--- src/rtl/acl_permission_table_macros.svh ---
// assertion helpers for the acl permission table
`ifndef ACL_PERMISSION_TABLE_MACROS_SVH
`define ACL_PERMISSION_TABLE_MACROS_SVH

// same-cycle implication
`define ACLPT_ASSERT_IMP(label, ante, cons, msg) \
	label: assert property (@(posedge clk) disable iff (!arst_n) (ante) |-> (cons)) \
		else $error(msg);

// next-cycle implication
`define ACLPT_ASSERT_NXT(label, ante, cons, msg) \
	label: assert property (@(posedge clk) disable iff (!arst_n) (ante) |=> (cons)) \
		else $error(msg);

`endif

--- src/rtl/aclpt_pkg.sv ---
`timescale 1ns / 1ps
package aclpt_pkg;

	localparam int ENTRIES_DEF = 64;

	localparam logic [1:0] OP_CHECK   = 2'd0;
	localparam logic [1:0] OP_SET_XOR = 2'd1;
	localparam logic [1:0] OP_SET_OR  = 2'd2;

	localparam logic [2:0] ST_OK    = 3'd0;
	localparam logic [2:0] ST_ACCES = 3'd1;
	localparam logic [2:0] ST_PERM  = 3'd2;
	localparam logic [2:0] ST_ROFS  = 3'd3;
	localparam logic [2:0] ST_FULL  = 3'd4;

	localparam logic [15:0] ID_UNKNOWN  = 16'hFFFF;
	localparam logic [15:0] ROOT_UID    = 16'h0000;
	localparam logic [3:0]  MODE_DIR    = 4'h4;
	localparam logic [15:0] MODE_X_MASK = 16'h0049;
	localparam logic [2:0]  PERM_W      = 3'b010;
	localparam logic [2:0]  PERM_RWX    = 3'b111;
	localparam logic [2:0]  PERM_RW     = 3'b110;

	typedef struct packed {
		logic [31:0] inode;
		logic        kind;
		logic [15:0] id;
		logic [2:0]  bits;
	} entry_t;

	function automatic logic [2:0] chk_status(input logic [2:0] allowed,
		input logic [2:0] want, input logic ro);
		logic [2:0] st;
		if ((allowed | want) != allowed) begin
			st = ST_ACCES;
		end else if (((want & PERM_W) != 3'b000) && ro) begin
			st = ST_ROFS;
		end else begin
			st = ST_OK;
		end
		return st;
	endfunction

endpackage

--- src/rtl/aclpt_if.sv ---
`timescale 1ns / 1ps
interface aclpt_req_if;
	logic        valid;
	logic        ready;
	logic [1:0]  op;
	logic [31:0] inode;
	logic [15:0] file_mode;
	logic [15:0] owner_uid;
	logic [15:0] owner_gid;
	logic [15:0] caller_uid;
	logic [15:0] caller_gid;
	logic        in_supp_group;
	logic        readonly_fs;
	logic [2:0]  perms;
	logic        acl_kind;
	logic [15:0] acl_id;

	modport source (output valid, op, inode, file_mode, owner_uid, owner_gid, caller_uid,
		caller_gid, in_supp_group, readonly_fs, perms, acl_kind, acl_id, input ready);
	modport sink (input valid, op, inode, file_mode, owner_uid, owner_gid, caller_uid,
		caller_gid, in_supp_group, readonly_fs, perms, acl_kind, acl_id, output ready);
endinterface

interface aclpt_rsp_if;
	logic       valid;
	logic       ready;
	logic [2:0] status;
	logic [2:0] granted;
	logic       entry_found;

	modport source (output valid, status, granted, entry_found, input ready);
	modport sink (input valid, status, granted, entry_found, output ready);
endinterface

--- src/rtl/aclpt_mem.sv ---
`timescale 1ns / 1ps
module aclpt_mem #(
	parameter int ENTRIES = aclpt_pkg::ENTRIES_DEF,
	parameter int IDX_W = (ENTRIES > 1) ? $clog2(ENTRIES) : 1
) (
	input  logic               clk,
	input  logic               we,
	input  logic [IDX_W-1:0]   waddr,
	input  aclpt_pkg::entry_t  wdata,
	input  logic               re,
	input  logic [IDX_W-1:0]   raddr,
	output aclpt_pkg::entry_t  rdata
);

	aclpt_pkg::entry_t mem [ENTRIES];

	always_ff @(posedge clk) begin
		if (we) begin
			mem[waddr] <= wdata;
		end
	end

	always_ff @(posedge clk) begin
		if (re) begin
			rdata <= mem[raddr];
		end
	end

endmodule

--- src/rtl/acl_permission_table.sv ---
`timescale 1ns / 1ps
// acl permission table
// req channel: one word per access check (op 0) or acl update (op 1 xor, op 2/3 or).
// rsp channel: exactly one word per request: status, granted rwx bits, entry_found.
// the acl table sits in one single-port-read memory of ENTRIES words, one read per
// cycle with registered read data; the scan walks entries 0..count-1 in order
// and stops at the first match.
// early outcomes (unknown owner, root check, not permitted, read-only set) go from
// the start state straight to done; a scan runs in the scan state, and an update
// adds a memory write state (merge into the hit entry, or append if not full).
// one request is in work at a time: req.ready is high only in the idle state.
// rsp is held in an output register; the next request is taken while a finished
// word still waits there, and a further result waits in the block until the
// receiver takes the previous one (req.ready stays low meanwhile).
// reset clears the entry count and all control; table contents need no clearing.
`include "acl_permission_table_macros.svh"
module acl_permission_table #(
	parameter int ENTRIES = aclpt_pkg::ENTRIES_DEF
) (
	input logic          clk,
	input logic          arst_n,
	aclpt_req_if.sink    req,
	aclpt_rsp_if.source  rsp
);

	localparam int IDX_W = (ENTRIES > 1) ? $clog2(ENTRIES) : 1;
	localparam int CNT_W = $clog2(ENTRIES + 1);

	localparam logic [2:0] S_IDLE  = 3'd0;
	localparam logic [2:0] S_START = 3'd1;
	localparam logic [2:0] S_SCAN  = 3'd2;
	localparam logic [2:0] S_WRITE = 3'd3;
	localparam logic [2:0] S_DONE  = 3'd4;

	logic [2:0] state_q;
	logic [CNT_W-1:0] cnt_q;
	logic [CNT_W-1:0] issue_q;
	logic rd_vld_s1;
	logic [IDX_W-1:0] rd_idx_s1;
	logic out_vld_q;

	logic [1:0]  op_q;
	logic [31:0] inode_q;
	logic [15:0] mode_q;
	logic [15:0] ouid_q;
	logic [15:0] ogid_q;
	logic [15:0] cuid_q;
	logic [15:0] cgid_q;
	logic        supp_q;
	logic        ro_q;
	logic [2:0]  perms_q;
	logic        kind_q;
	logic [15:0] id_q;

	logic [2:0] res_status_q;
	logic [2:0] res_granted_q;
	logic       res_found_q;
	logic [2:0] out_status_q;
	logic [2:0] out_granted_q;
	logic       out_found_q;
	logic [IDX_W-1:0] wr_idx_q;
	aclpt_pkg::entry_t wr_word_q;
	logic app_q;

	aclpt_pkg::entry_t rd;
	logic is_set;
	logic use_or;
	logic unknown_id;
	logic is_root;
	logic may_set;
	logic [2:0] base_allowed;
	logic [2:0] root_allowed;
	logic [2:0] hit_allowed;
	logic [2:0] merged;
	logic chk_hit;
	logic set_hit;
	logic hit;
	logic scan_end;
	logic full;
	logic slot_free;
	logic mem_re;

	assign req.ready = (state_q == S_IDLE);
	assign rsp.valid = out_vld_q;
	assign rsp.status = out_status_q;
	assign rsp.granted = out_granted_q;
	assign rsp.entry_found = out_found_q;

	assign is_set = (op_q != aclpt_pkg::OP_CHECK);
	// bit 1 selects or-merge, op 3 included
	assign use_or = op_q[1];
	assign unknown_id = (ouid_q == aclpt_pkg::ID_UNKNOWN) || (ogid_q == aclpt_pkg::ID_UNKNOWN);
	assign is_root = (cuid_q == aclpt_pkg::ROOT_UID);
	assign may_set = (ouid_q == cuid_q) || is_root;

	always_comb begin
		if (cuid_q == ouid_q) begin
			base_allowed = mode_q[8:6];
		end else if ((cgid_q == ogid_q) || supp_q) begin
			base_allowed = mode_q[5:3];
		end else begin
			base_allowed = mode_q[2:0];
		end
	end

	assign root_allowed = ((mode_q[15:12] == aclpt_pkg::MODE_DIR) ||
		((mode_q & aclpt_pkg::MODE_X_MASK) != 16'h0000)) ? aclpt_pkg::PERM_RWX
		: aclpt_pkg::PERM_RW;

	assign hit_allowed = base_allowed | rd.bits;
	assign merged = use_or ? (perms_q | rd.bits) : (perms_q ^ rd.bits);
	assign chk_hit = (rd.inode == inode_q) && (rd.id == (rd.kind ? cuid_q : cgid_q));
	assign set_hit = (rd.inode == inode_q) && (rd.kind == kind_q) && (rd.id == id_q);
	assign hit = rd_vld_s1 && (is_set ? set_hit : chk_hit);
	assign scan_end = (issue_q == cnt_q);
	assign full = (cnt_q == CNT_W'(ENTRIES));
	assign slot_free = !out_vld_q || rsp.ready;
	assign mem_re = (state_q == S_SCAN) && !scan_end;

	aclpt_mem #(
		.ENTRIES(ENTRIES),
		.IDX_W(IDX_W)
	) u_mem (
		.clk(clk),
		.we(state_q == S_WRITE),
		.waddr(wr_idx_q),
		.wdata(wr_word_q),
		.re(mem_re),
		.raddr(issue_q[IDX_W-1:0]),
		.rdata(rd)
	);

	always_ff @(posedge clk or negedge arst_n) begin
		if (!arst_n) begin
			state_q <= S_IDLE;
			cnt_q <= '0;
			issue_q <= '0;
			rd_vld_s1 <= 1'b0;
			out_vld_q <= 1'b0;
		end else begin
			if ((state_q == S_DONE) && slot_free) begin
				out_vld_q <= 1'b1;
			end else if (rsp.ready) begin
				out_vld_q <= 1'b0;
			end
			unique case (state_q)
				S_IDLE: begin
					if (req.valid) begin
						state_q <= S_START;
					end
				end
				S_START: begin
					issue_q <= '0;
					rd_vld_s1 <= 1'b0;
					if (!is_set) begin
						state_q <= (unknown_id || is_root) ? S_DONE : S_SCAN;
					end else begin
						state_q <= (!may_set || ro_q) ? S_DONE : S_SCAN;
					end
				end
				S_SCAN: begin
					rd_vld_s1 <= mem_re && !hit;
					if (mem_re) begin
						issue_q <= issue_q + CNT_W'(1);
					end
					if (hit) begin
						state_q <= is_set ? S_WRITE : S_DONE;
					end else if (scan_end) begin
						state_q <= (is_set && !full) ? S_WRITE : S_DONE;
					end
				end
				S_WRITE: begin
					if (app_q) begin
						cnt_q <= cnt_q + CNT_W'(1);
					end
					state_q <= S_DONE;
				end
				S_DONE: begin
					if (slot_free) begin
						state_q <= S_IDLE;
					end
				end
				default: begin
					state_q <= S_IDLE;
				end
			endcase
		end
	end

	always_ff @(posedge clk) begin
		if (mem_re) begin
			rd_idx_s1 <= issue_q[IDX_W-1:0];
		end
		if (req.valid && req.ready) begin
			op_q <= req.op;
			inode_q <= req.inode;
			mode_q <= req.file_mode;
			ouid_q <= req.owner_uid;
			ogid_q <= req.owner_gid;
			cuid_q <= req.caller_uid;
			cgid_q <= req.caller_gid;
			supp_q <= req.in_supp_group;
			ro_q <= req.readonly_fs;
			perms_q <= req.perms;
			kind_q <= req.acl_kind;
			id_q <= req.acl_id;
		end
		unique case (state_q)
			S_START: begin
				res_found_q <= 1'b0;
				if (!is_set && !unknown_id) begin
					res_status_q <= aclpt_pkg::chk_status(root_allowed, perms_q, ro_q);
					res_granted_q <= root_allowed;
				end else begin
					res_granted_q <= 3'b000;
					if (!is_set) begin
						res_status_q <= aclpt_pkg::ST_ACCES;
					end else begin
						res_status_q <= !may_set ? aclpt_pkg::ST_PERM : aclpt_pkg::ST_ROFS;
					end
				end
			end
			S_SCAN: begin
				if (hit) begin
					res_found_q <= 1'b1;
					app_q <= 1'b0;
					wr_idx_q <= rd_idx_s1;
					wr_word_q <= '{inode: rd.inode, kind: rd.kind, id: rd.id, bits: merged};
					if (is_set) begin
						res_status_q <= aclpt_pkg::ST_OK;
						res_granted_q <= merged;
					end else begin
						res_status_q <= aclpt_pkg::chk_status(hit_allowed, perms_q, ro_q);
						res_granted_q <= hit_allowed;
					end
				end else if (scan_end) begin
					res_found_q <= 1'b0;
					app_q <= 1'b1;
					wr_idx_q <= cnt_q[IDX_W-1:0];
					wr_word_q <= '{inode: inode_q, kind: kind_q, id: id_q, bits: perms_q};
					if (is_set) begin
						res_status_q <= full ? aclpt_pkg::ST_FULL : aclpt_pkg::ST_OK;
						res_granted_q <= full ? 3'b000 : perms_q;
					end else begin
						res_status_q <= aclpt_pkg::chk_status(base_allowed, perms_q, ro_q);
						res_granted_q <= base_allowed;
					end
				end
			end
			S_DONE: begin
				if (slot_free) begin
					out_status_q <= res_status_q;
					out_granted_q <= res_granted_q;
					out_found_q <= res_found_q;
				end
			end
			default: begin
			end
		endcase
	end

	`ACLPT_ASSERT_IMP(a_cnt_bound, 1'b1, cnt_q <= CNT_W'(ENTRIES), "entry count above table size")
	`ACLPT_ASSERT_NXT(a_cnt_hold, state_q != S_WRITE, cnt_q == $past(cnt_q), "count moved outside write")
	`ACLPT_ASSERT_NXT(a_cnt_app, (state_q == S_WRITE) && app_q, cnt_q == $past(cnt_q) + CNT_W'(1), "append lost")
	`ACLPT_ASSERT_IMP(a_rd_valid, rd_vld_s1, CNT_W'(rd_idx_s1) < cnt_q, "read of unwritten entry")

endmodule

--- src/flat_wrapper.sv ---
// flat-port wrapper written by rule: the top's interface ports become plain ports
module acl_permission_table_flat 
#(
	parameter int ENTRIES = aclpt_pkg::ENTRIES_DEF
)
  (clk, arst_n, req_valid, req_op, req_inode, req_file_mode, req_owner_uid, req_owner_gid, req_caller_uid, req_caller_gid, req_in_supp_group, req_readonly_fs, req_perms, req_acl_kind, req_acl_id, req_ready, rsp_valid, rsp_status, rsp_granted, rsp_entry_found, rsp_ready);
  aclpt_req_if req_i ();
  aclpt_rsp_if rsp_i ();
  input logic clk;
  input logic arst_n;
  input wire logic [$bits(req_i.valid)-1:0] req_valid;
  input wire logic [$bits(req_i.op)-1:0] req_op;
  input wire logic [$bits(req_i.inode)-1:0] req_inode;
  input wire logic [$bits(req_i.file_mode)-1:0] req_file_mode;
  input wire logic [$bits(req_i.owner_uid)-1:0] req_owner_uid;
  input wire logic [$bits(req_i.owner_gid)-1:0] req_owner_gid;
  input wire logic [$bits(req_i.caller_uid)-1:0] req_caller_uid;
  input wire logic [$bits(req_i.caller_gid)-1:0] req_caller_gid;
  input wire logic [$bits(req_i.in_supp_group)-1:0] req_in_supp_group;
  input wire logic [$bits(req_i.readonly_fs)-1:0] req_readonly_fs;
  input wire logic [$bits(req_i.perms)-1:0] req_perms;
  input wire logic [$bits(req_i.acl_kind)-1:0] req_acl_kind;
  input wire logic [$bits(req_i.acl_id)-1:0] req_acl_id;
  output wire logic [$bits(req_i.ready)-1:0] req_ready;
  output wire logic [$bits(rsp_i.valid)-1:0] rsp_valid;
  output wire logic [$bits(rsp_i.status)-1:0] rsp_status;
  output wire logic [$bits(rsp_i.granted)-1:0] rsp_granted;
  output wire logic [$bits(rsp_i.entry_found)-1:0] rsp_entry_found;
  input wire logic [$bits(rsp_i.ready)-1:0] rsp_ready;
  assign req_i.valid = req_valid;
  assign req_i.op = req_op;
  assign req_i.inode = req_inode;
  assign req_i.file_mode = req_file_mode;
  assign req_i.owner_uid = req_owner_uid;
  assign req_i.owner_gid = req_owner_gid;
  assign req_i.caller_uid = req_caller_uid;
  assign req_i.caller_gid = req_caller_gid;
  assign req_i.in_supp_group = req_in_supp_group;
  assign req_i.readonly_fs = req_readonly_fs;
  assign req_i.perms = req_perms;
  assign req_i.acl_kind = req_acl_kind;
  assign req_i.acl_id = req_acl_id;
  assign req_ready = req_i.ready;
  assign rsp_valid = rsp_i.valid;
  assign rsp_status = rsp_i.status;
  assign rsp_granted = rsp_i.granted;
  assign rsp_entry_found = rsp_i.entry_found;
  assign rsp_i.ready = rsp_ready;
  acl_permission_table #(.ENTRIES(ENTRIES)) u_core (.clk(clk), .arst_n(arst_n), .req(req_i), .rsp(rsp_i));
endmodule
--- config.mk ---
export PLATFORM = sky130hd
export DESIGN_NAME = acl_permission_table_flat
export DESIGN_NICKNAME = d
export VERILOG_FILES = /design/src/rtl/aclpt_pkg.sv /design/src/rtl/aclpt_if.sv /design/src/rtl/aclpt_mem.sv /design/src/rtl/acl_permission_table.sv /design/src/flat_wrapper.sv
export VERILOG_INCLUDE_DIRS = /design/src /design/src/rtl
export SDC_FILE = /design/constraint.sdc
export NUM_CORES = 2
export LEC_CHECK = 0
export BUFFER_PORTS_ARGS = -buffer_cell sky130_fd_sc_hd__buf_4
export CAP_MARGIN = 20
export CORE_MARGIN = 10
export CORE_UTILIZATION = 40
export CTS_CLUSTER_SIZE = 14
export DETAILED_ROUTE_END_ITERATION = 6
export GPL_TIMING_DRIVEN = 1
export HOLD_SLACK_MARGIN = 0.15
export SETUP_SLACK_MARGIN = 0.1
export SLEW_MARGIN = 20
export SYNTH_ARGS = -nofsm -noshare
export SYNTH_HDL_FRONTEND = slang
export SYNTH_SLANG_ARGS = --single-unit
export TNS_END_PERCENT = 50
--- constraint.sdc ---
create_clock -name clk -period 7.2 [get_ports clk]
set_clock_uncertainty 0.15 [all_clocks]
set_input_delay 0.36 -clock clk [delete_from_list [all_inputs] [get_ports clk]]
set_output_delay 0.36 -clock clk [all_outputs]
set_load 0.01 [all_outputs]
==> results.txt <==
* Result of the run: finished, final reports clean
* Global-route wire length before repair: between 500000 and 600000 µm
* Met1 track utilization from global routing: 0.275
- After clock tree synthesis, the clock-pin slew on the worst setup and hold paths is 0.06 ns.
- Dominant delay contributor by cell family on the critical path: simple AND/OR/NAND/NOR gates
- IR analysis of the VDD net gives a maximum drop of approximately 0.23 mV.
- Final hold violation count: 0
* Required arrival time at the worst endpoint: a little under 8 ns
- The tree is rooted in a sky130_fd_sc_hd__clkbuf_16.
* Total of buffers placed on input and output ports: ~150
- Vias per cell: 5.86
- For this run, the total global-route usage over all layers was measured as 0.202.
- In this run the deepest clock path goes through 4 buffers.
- The most used flip-flop cell after synthesis is sky130_fd_sc_hd__edfxtp_1.
* Number of enable-type register cells in the synthesized netlist: ~3.6k
* Cell area after technology mapping: 137000 µm²
* Syn_area_per_cell: between 20 and 30 µm²
- Core Box Area: 342000 µm²
- The floorplan step defined a die boundary enclosing between 300000 and 400000 µm².
- Startpoint type of the worst setup path: register
* Area post-placement: ~150000 µm²
- For this run, asynchronously set or reset flops after synthesis account for 0.00526.
- In this run the static leakage power is between 40 and 50 nW.
- In the routed design, unresolved DRC markers number 0.
- In this run the worst path has a maximum fanout of 39.
* Top cell type by total area after synthesis: sky130_fd_sc_hd__edfxtp_1
- Effective utilization at floorplan: 0.401
- Startpoint of the worst hold path: u_core.res_status_q[0]
* Clock buffer count from CTS: between 300 and 400
- In this run the register-to-register setup slack is around 2.6 ns.
- Initial antenna violation count: 10
* Maxcap violations: 0
- Register bit total from synthesis: around 3.6k
- STA classifies the critical path endpoint as a register.
* 1st-iter DRT viols: between 8k and 9k
* Highest attainable clock frequency: 219 MHz
* Met3 track utilization from global routing: 0.0389
- The startpoint identified for the worst register-to-register timing path is u_core.inode_q[9].
- Share of the clock period used by the worst path after layout: 0.633
- Die X-Extent: around 610 µm
- The H-tree generated during clock tree synthesis spans 5 levels.
- The finished layout holds about 11k standard cells, fillers aside.
- Worst setup slack after placement: 2.72 ns
- Post-CTS repair timing setup buffer count: 0
- Vertical extent of the die: around 610 µm
* Area fraction of the dominant cell type after synthesis: 0.785
* List of most frequent post-synthesis cells: sky130_fd_sc_hd__edfxtp_1 (3592), sky130_fd_sc_hd__mux4_2 (1092), sky130_fd_sc_hd__clkbuf_1 (186)
- The net count of the finished layout is 6293.
- After global routing the overflow that remains totals 0.
- For met2 alone, demand over resource in global routing was 0.333.
- The layout has ~27k filler cells.
* Cell with the most instances after synthesis: sky130_fd_sc_hd__edfxtp_1
- Number of nets in the synthesized netlist: roughly 5.6k
* Post-CTS sizing: 0
* Number of nets still failing antenna checks after routing: 0
* Number of endpoints failing setup at the final stage: 0
* Terminating pin of the worst hold path: u_core.rsp.status[0]
- GPL Wtd Cong: about 0.80
- Row Count: ~220
- The slowest stage of the critical path is the sky130_fd_sc_hd__nand4_1 cell.
- Worst hold slack after final layout: approximately 0.27 ns
* Number of cells traversed by the worst register-to-register path: 10
- Total power density per cell area: 323 nW/µm²
* Worst slew margin relative to its limit: 0.198
* Least-Margin Pin Slew: ~1.2 ns
* Number of buffers inserted for hold repair after clock tree synthesis: 271
- Max Slew Vio Count: 0
- Count of buffering cells on the critical path with inverters included: 3
- Across the whole layout, storage elements account for 108000 µm².
* Sink count of the clock tree: about 3.6k
- The setup path with the least slack is of type reg -> reg.
- Setup slack after layout: 2.64 ns
- Finished layout cell area: 160000 µm²
- Hold/Removal Path Class: reg -> reg
- Most Used Layer, Global Route: met2
* Mapped Cells: 5459
- Setup repair after global routing missed its margin: false
* Hold path cells: 0
* Length of the first detailed-routing pass in iterations: 6
- Pin placement for this block handled about 150 I/O pins.
- Yosys warnings: 0
- Yosys attributes the largest share of cell area to sky130_fd_sc_hd__edfxtp_1 (79%), sky130_fd_sc_hd__mux4_2 (18%), sky130_fd_sc_hd__xnor2_1 (0.55%), sky130_fd_sc_hd__clkbuf_1 (0.51%), sky130_fd_sc_hd__dfrtp_1 (0.35%).
* DRT Wirelength: approximately 380000 µm
- Subtracting the final worst setup slack from the clock period gives ~4.6 ns.
- Area delta synth->final: 16.5%
- Dividing the detail-routed wire length by the instance count gives around 34 µm.
- Signal arrival time at the worst endpoint: slightly above 5 ns
* Largest stage delay on the critical path: 0.53 ns
- Number of global-route vias before repair: between 60k and 70k
- Sequential area share after synthesis: 0.789
* Cells traversed along the worst timing path: xnor2_1 > nand4_1 > nor4_1 > buf_4 > nand4_1 > a211oi_4 > buf_4 > inv_1 > o221a_1 > o31ai_1
- Including well taps, the total number of placed cells is 10.1k.
- Area taken by multi-input logic gates: approximately 28000 µm²
- Entering global routing, the biggest net connects between 100 and 150 pins.
- The netlist uses 52 different library cells.
* Worst flop-to-flop path endpoint: u_core.res_granted_q[0]
- Clock network latency to the later pin of the worst-skew pair: 0.95 ns
- Fraction of final layout cells with drive strength greater than 1: 0.321
* Fin Setup TNS: 0 ns
- DR vias: ~64k
* Final HPWL DP: between 150000 and 200000 µm
- TritonCTS built the clock tree.
[cells by family after synthesis]
family | share of synthesized area
buffers and inverters | 0.00997
DFF | 0.789
adders and majority gates | 0.000547
xor gates and xnor gates | 0.00727
AOI/OAI and AO/OA | 0.00233
muxes | 0.183
and+or+nand+nor | 0.00835
[placed cells by master, fill, tap and decap left out, drive strengths merged, types with 5 or more instances in the layout]
cell type	Yosys	routed
nand2b	5	5
buf	118	361
or3	5	5
edfxtp	3592	3592
a21oi	8	8
inv	13	23
xnor2	87	87
nor3b	5	5
xor2	27	27
bufinv	0	32
nor2	88	88
dfrtp	19	19
clkinvlp	0	12
ha	6	6
clkinv	0	170
nand4	34	34
clkbuf	186	426
nand2	30	30
mux2i	26	26
mux4	1092	1092
mux2	22	22
dlygate4sd3	0	271
nor3	10	10
nand3	6	6
nand3b	7	7
nor4	21	21
o21ai	10	10
[routing by layer]
layer  wire, µm  up-vias  share of wire
met3      31800      628          0.084
li1           -    25108              -
met1     148000    35619           0.39
met4      11400        4          0.030
met5         34        -       0.000090
met2     186000     3120           0.49
[worst max path at each step]
stage	startpoint	endpoint	slack, ns	cells past startpoint
CTS	u_core.inode_q[22]	u_core.res_granted_q[0]	2.68	10
global route	u_core.inode_q[9]	u_core.res_granted_q[0]	2.41	10
floorplan	u_core.state_q[2]	u_core.u_mem.mem[48][0]	0.18	5
detailed placement	u_core.inode_q[9]	u_core.res_granted_q[0]	2.72	10
finish	u_core.inode_q[9]	u_core.res_granted_q[0]	2.64	10
global placement	u_core.inode_q[31]	u_core.res_granted_q[0]	2.65	10
[report_power, final]
part           internal, mW  leakage (nW)  switching (mW)
clock                  10.5          5.63            8.01
sequential             24.4          32.6           0.497
combinational          3.98          9.89            4.32
total                  38.8          48.1            12.8
[sequential cells by signal, indices dropped and copies added, names as in the netlist, 6 cells and up]
| name | flops |
|---|---|
| u_core.cgid_q | 16 |
| u_core.cnt_q | 7 |
| u_core.cuid_q | 16 |
| u_core.id_q | 16 |
| u_core.inode_q | 32 |
| u_core.issue_q | 7 |
| u_core.mode_q | 13 |
| u_core.ogid_q | 16 |
| u_core.ouid_q | 16 |
| u_core.rd_idx_s1 | 6 |
| u_core.u_mem.mem | 3328 |
| u_core.u_mem.rdata | 52 |
| u_core.wr_idx_q | 6 |
| u_core.wr_word_q | 52 |
[layout make-up]
cell class | instances | area share
inverter | 13 | 0.000336
antenna | 4 | 0.0000626
multi-input combinational | 1531 | 0.176
clock inverter | 224 | 0.0136
timing repair buffer | 632 | 0.0386
tap | 4557 | 0.0356
clock buffer | 426 | 0.0586
sequential | 3611 | 0.677
[metrics by stage]
stage | power [mW] | utilization
global route | 53.4 | 0.467
global placement | 33.4 | 0.425
finish | 51.7 | 0.467
detailed placement | 33.6 | 0.426
CTS | 52.1 | 0.467
floorplan | 31.1 | -
No activity file was read; power rests on OpenSTA's default activity.
